`src/design/ett_pkg.sv`:
```
package ett_pkg;

  localparam int LaneCountDefault = 4;
  localparam int SineDepthDefault = 256;
  localparam int TimeBitsDefault  = 24;

  localparam logic [16:0] OneQ15 = 17'd32768;

  typedef enum logic [1:0] {
    OP_ADVANCE = 2'd0,
    OP_SEEK    = 2'd1,
    OP_KILL    = 2'd2,
    OP_NONE    = 2'd3
  } op_t;

  typedef enum logic [2:0] {
    EASE_LINEAR   = 3'd0,
    EASE_SIN_IN   = 3'd1,
    EASE_SIN_OUT  = 3'd2,
    EASE_SIN_IO   = 3'd3,
    EASE_QUAD_IN  = 3'd4,
    EASE_QUAD_OUT = 3'd5,
    EASE_QUAD_IO  = 3'd6,
    EASE_LINEAR_B = 3'd7
  } ease_t;

  localparam logic [1:0] END_RUNNING = 2'd0;
  localparam logic [1:0] END_DONE    = 2'd1;
  localparam logic [1:0] END_STOP    = 2'd2;

  localparam logic [2:0] REG_DELAY    = 3'd0;
  localparam logic [2:0] REG_DURATION = 3'd1;
  localparam logic [2:0] REG_STOP     = 3'd2;
  localparam logic [2:0] REG_REPEAT   = 3'd3;
  localparam logic [2:0] REG_MODE     = 3'd4;
  localparam logic [2:0] REG_SCALE    = 3'd5;
  localparam logic [2:0] REG_START    = 3'd6;
  localparam logic [2:0] REG_END      = 3'd7;

  // Unsigned quotient by shift and subtract; elaboration-time use only.
  function automatic longint unsigned const_udiv(input longint unsigned n,
                                                 input longint unsigned d);
    longint unsigned q, r;
    q = 0;
    r = 0;
    for (int b = 63; b >= 0; b--) begin
      r = (r << 1) | ((n >> b) & 64'd1);
      if (r >= d) begin
        r = r - d;
        q = q | (64'd1 << b);
      end
    end
    return q;
  endfunction

  // Quarter-wave sine entry k of a table of the given depth, Q1.15.
  // Evaluated only at elaboration (constant table build).
  function automatic logic [15:0] sine_entry(input int k, input int depth);
    longint unsigned th, u, h, s;
    longint unsigned divs[5];
    divs[0] = 110; divs[1] = 72; divs[2] = 42; divs[3] = 20; divs[4] = 6;
    th = const_udiv(longint'(k) * 64'd1686629713 + longint'(depth >> 1), longint'(depth));
    u = (th * th) >> 30;
    h = 64'd1 << 30;
    for (int j = 0; j < 5; j++) begin
      h = (64'd1 << 30) - const_udiv((u * h) >> 30, divs[j]);
    end
    s = (((th * h) >> 30) + 64'd16384) >> 15;
    if (s > 64'd32768) s = 64'd32768;
    return s[15:0];
  endfunction

endpackage

```
`src/design/ett_div.sv`:
```
// Restoring divider, one quotient bit per cycle.
module ett_div import ett_pkg::*; #(
  parameter int NumBits = 48,
  parameter int DenBits = 24
) (
  input  logic               clk,
  input  logic               rst,
  input  logic               start,
  input  logic [NumBits-1:0] num,
  input  logic [DenBits-1:0] den,
  output logic               done,
  output logic [NumBits-1:0] quo,
  output logic [DenBits-1:0] rem
);
  localparam int CntBits = $clog2(NumBits + 1);

  logic               busy;
  logic [CntBits-1:0] cnt;
  logic [NumBits-1:0] shreg;
  logic [DenBits:0]   acc;
  logic [DenBits:0]   trial;
  logic [DenBits:0]   shifted;

  assign shifted = {acc[DenBits-1:0], shreg[NumBits-1]};
  assign trial   = shifted - {1'b0, den};

  always_ff @(posedge clk) begin
    done <= 1'b0;
    if (rst) begin
      busy <= 1'b0;
      cnt  <= '0;
    end else if (start) begin
      busy  <= 1'b1;
      cnt   <= CntBits'(NumBits);
      shreg <= num;
      acc   <= '0;
    end else if (busy) begin
      if (!trial[DenBits]) begin
        acc   <= trial;
        shreg <= {shreg[NumBits-2:0], 1'b1};
      end else begin
        acc   <= shifted;
        shreg <= {shreg[NumBits-2:0], 1'b0};
      end
      cnt <= cnt - 1'b1;
      if (cnt == CntBits'(1)) begin
        busy <= 1'b0;
        done <= 1'b1;
      end
    end
  end

  always_comb begin
    quo = shreg;
    rem = acc[DenBits-1:0];
  end
endmodule
```
`config.mk`:
```
export PLATFORM = sky130hd
export DESIGN_NAME = ett_div
export DESIGN_NICKNAME = d
export VERILOG_FILES = /design/src/design/ett_pkg.sv /design/src/design/ett_div.sv
export SDC_FILE = /design/constraint.sdc
export NUM_CORES = 1
export LEC_CHECK = 0
export ABC_CLOCK_PERIOD_IN_PS = 6350
export BUFFER_PORTS_ARGS = -buffer_cell sky130_fd_sc_hd__buf_4
export CORE_UTILIZATION = 52
export DETAILED_ROUTE_END_ITERATION = 10
export PLACE_DENSITY = 0.86
export SLEW_MARGIN = 25
export SYNTH_ARGS = -nofsm -noshare
export SYNTH_HDL_FRONTEND = slang
export SYNTH_SLANG_ARGS = --single-unit
export TNS_END_PERCENT = 50
```
`constraint.sdc`:
```
create_clock -name clk -period 6.35 [get_ports clk]
set_clock_uncertainty 0.05 [all_clocks]
set_input_delay 0.635 -clock clk [delete_from_list [all_inputs] [get_ports clk]]
set_output_delay 0.635 -clock clk [all_outputs]
set_load 0.01 [all_outputs]
```
==> results <==
- After synthesis, the netlist uses 48 different library cells.
- Summing every instance area after synthesis gives 4820 sq um.
- The die is 98.2 um tall.
- The area used by sequential logic in the layout is 2320 sq um.
- The max-slew violation count came to 0.
- The worst pin sits at a relative slew slack of 35.0%.
- Once the clock tree was built, the resizer swapped 0 gates to a different size.
- The number of cells in the finished layout apart from fillers is 677.
- The post-synthesis register bit count is 80.
- Buffers placed on the I/O ports in this run total 147.
- The number of enable-type register cells in the synthesized netlist is 72.
- The power density over cell area is 239 nW/um^2.
- The buffer count from post-CTS setup fixing is 0.
- The number of hold-slack violations in the final timing report is 0.
- The run finished, with violations left.
- The async set-or-reset flop fraction in the synthesized netlist is 0%.
- The most frequently used flop master after synthesis is sky130_fd_sc_hd__edfxtp_1.
- CTS saw 80 sinks.
- The antenna diode count is 0.
- The overall power is 1.48 mW.
- At the pin with the least slew margin, the transition time is 0.973 ns.
- The H-tree level count is 3.
- For the worst setup path, the data arrival time is 3.61 ns.
- Routability-driven placement finished with a final weighted congestion of 0.955.
- The area of the multi-input gates is 2290 sq um.
- The most critical setup path has its startpoint at quo[47].
- Among all cell types in the netlist, the one instantiated most often is sky130_fd_sc_hd__edfxtp_1.
- The number of violations of the max-capacitance limit is 0.
- TritonCTS built the clock tree.
- The checks that failed: DRC.
- Clock-pin slew was measured on the worst setup and hold paths at 0.09 ns.
- The post-route DRC violation count is 3.
- The number of nets with antenna violations after detailed routing is 0.
- The x dimension of the die is 98.2 um.
- Of the synthesized area, sequential elements account for 48.2%.
- Along the worst hold path, the cell count comes to 2.
- Derived from the worst setup path, the maximum achievable clock frequency is 289 MHz.
- Entering global routing, the biggest net connects 82 pins.
- The worst setup path is captured at a register.
- The leakage power is 2.69 nW.
- The number of buffers on the longest clock path is 2.
- For this run, the detailed router's first-pass iteration total came to 9.
- The count of nets after finishing is 666.
- Summed over all instances, the cell type with the most area after synthesis is sky130_fd_sc_hd__edfxtp_1.
- The final sum of negative setup slack is 0 ns.
- In the final routed layout, each cell accounts on average for 15.9 um.
- The synthesized design devotes to its leading area cell type 44.9% of total area.
- The commonest cells after synthesis are 72 x sky130_fd_sc_hd__edfxtp_1, 48 x sky130_fd_sc_hd__mux2_2, 43 x sky130_fd_sc_hd__nor2_1, 32 x sky130_fd_sc_hd__inv_1, 26 x sky130_fd_sc_hd__ha_1.
- In the global route stage, overall resource usage came out at 22.6%.
- The floorplan step defined a die boundary enclosing 9650 sq um.
- The region available for standard cell placement spans 8850 sq um.
- Once the floorplan was initialized, standard cells occupied 54.4% of the core.
- The clock period could shrink to 3.46 ns.
- The cell chosen for the clock root is sky130_fd_sc_hd__clkbuf_8.
- The maximum vdd drop is 0.132 mV.
- Summed over all nets, the half-perimeter wirelength after detailed placement is 7890 um.
- The number of global-route vias before repair is 3822.
- The final cycle utilization of the critical path is 54.4%.
- The final hold slack is 0.472 ns.
- In the final layout, the share of cells above drive strength 1 is 38.5%.
- The number of buffers created by CTS is 9.
- The floorplan has 34 rows.
- The total via count in the routed design is 3743.
- The kind of critical path is reg2reg.
- Synthesis produced a netlist with a net count of 522.
- The mean post-synth cell area is 11.5 sq um.
- The count of routing violations after the opening detailed-route iteration is 148.
- The clock reaches the later pin of the worst-skew pair after 0.35 ns.
- Measured in cells, the most critical reg-to-reg path has a length of 13.
- Setup repair after global routing left no endpoint under its margin.
- The path class of the tightest hold or removal check is reg2reg.
- The total of warnings raised by yosys is 0.
- The per-cell via count in the routed design is 5.53.
- The initial antenna violation count is 0.
- The launch instance of the worst min-delay path is cnt[1].
- STA puts the critical path data required time at 6.50 ns.
- In this run the critical register-to-register path is launched from quo[47].
- The final count of negative-setup-slack endpoints is 0.
- The end-of-flow core utilization is 69.7%.
- The critical-path maximum fanout is 22.
- The number of hold buffers added after cts is 0.
- Summed over all layers, the global routing overflow is 0.
- The number of placed instances, taps included, is 661.
- The kind of start point of the critical path is a register.
- Counting every instance in the synthesized netlist gives 420.
- After synthesis, the cell types taking the most area are sky130_fd_sc_hd__edfxtp_1 45%, sky130_fd_sc_hd__mux2_2 11%, sky130_fd_sc_hd__ha_1 6.8%, sky130_fd_sc_hd__mux2i_1 3.9%, sky130_fd_sc_hd__nor2_1 3.4%.
- The fill cell total of the finished layout is 657.
- The wire length reported by the detailed router is 10800 um.
- Relative to the synthesized area, the layout overhead comes to 28.0%.
- 148 I/O pins were placed.
- The first global-routing pass estimated 17400 um of wire.
-- state kept, by name (all words and copies together), names as in the netlist --
| register | count |
|---|---|
| acc | 24 |
| busy | 1 |
| cnt | 6 |
| done | 1 |
| quo | 48 |
-- through the flow --
stage / setup WS [ns] / area, sq um
after floorplan: 1.48 / 4820
after global placement: 2.62 / 5990
after detailed placement: 2.54 / 5990
after CTS: 2.86 / 6170
after global routing: 2.72 / 6170
final: 2.89 / 6170
-- worst paths after layout --
check | to | slack, ns
setup / recovery | acc[1] | 2.89
hold / removal | cnt[1] | 0.47
setup reg to reg | acc[1] | 2.89
hold reg to reg | cnt[1] | 0.47
-- critical path, cell delays in order, from the launching register on --
cell and delay, ns:
sky130_fd_sc_hd__edfxtp_1 0.39, sky130_fd_sc_hd__inv_1 0.05, sky130_fd_sc_hd__ha_1 0.21, sky130_fd_sc_hd__fa_1 0.40, sky130_fd_sc_hd__nand2b_1 0.19, sky130_fd_sc_hd__a21oi_2 0.19
sky130_fd_sc_hd__o21ai_2 0.10, sky130_fd_sc_hd__a21oi_2 0.21, sky130_fd_sc_hd__o21ai_4 0.09, sky130_fd_sc_hd__a2111o_1 0.41, sky130_fd_sc_hd__o311ai_4 0.16, sky130_fd_sc_hd__buf_4 0.43
sky130_fd_sc_hd__mux2_1 0.36, sky130_fd_sc_hd__nor2_1 0.08
-- layout by cell type (no fill, tap or decap), types with 3 or more instances in the layout --
cell                       synthesis  routed
sky130_fd_sc_hd__a211oi_1          6       6
sky130_fd_sc_hd__o21ai_0          14      14
sky130_fd_sc_hd__nor2_1           43      42
sky130_fd_sc_hd__o21bai_1          3       3
sky130_fd_sc_hd__xor2_1            8       8
sky130_fd_sc_hd__nand2_1          18      18
sky130_fd_sc_hd__o21a_1            3       3
sky130_fd_sc_hd__o211ai_1          3       3
sky130_fd_sc_hd__clkbuf_8          0       9
sky130_fd_sc_hd__nor3_1            7       7
sky130_fd_sc_hd__edfxtp_1         72      72
sky130_fd_sc_hd__xnor2_1          17      17
sky130_fd_sc_hd__nand3_1           3       3
sky130_fd_sc_hd__a31oi_1           4       4
sky130_fd_sc_hd__inv_1            32      32
sky130_fd_sc_hd__buf_4             1     149
sky130_fd_sc_hd__nand2b_1          6       6
sky130_fd_sc_hd__dfxtp_1           8       8
sky130_fd_sc_hd__mux2_2           48      48
sky130_fd_sc_hd__a21o_1           11      11
sky130_fd_sc_hd__ha_1             26      26
sky130_fd_sc_hd__a21oi_1          24      24
sky130_fd_sc_hd__mux2i_1          19      19
-- layout make-up --
cell class | instances | area share [%]
flip-flops and latches | 80 | 37.7
inverters | 32 | 1.95
clock buffers | 10 | 2.07
well taps | 108 | 2.19
clock inverters | 6 | 0.852
repair buffers | 149 | 18.1
multi-input cells | 292 | 37.1
-- logic make-up after synthesis --
group,after synthesis,share of synthesized area [%]
flip-flops,80,48.2
adder cells (fa/ha/maj),27,7.17
AND/OR/NAND/NOR,89,8.39
multiplexers,68,15.4
buffers and inverters,48,4.39
AO/OA/AOI/OAI,83,11.9
XOR/XNOR,25,4.55
-- metal layers --
layer  GRT usage (%)  part of all wire (%)  vias to the layer above
met5               0                     0                        -
met4            7.35                   1.6                        0
met1            27.1                    40                     1732
met2            38.2                    48                      166
met3            7.80                    10                       19
li1                -                     -                     1826
-- power breakdown --
group          total, mW  switching [mW]  internal, mW
sequential         0.662          0.0304         0.631
combinational      0.455           0.231         0.224
clock              0.359           0.210         0.149
total               1.48           0.472          1.00
(Power assumes the default switching activity.)
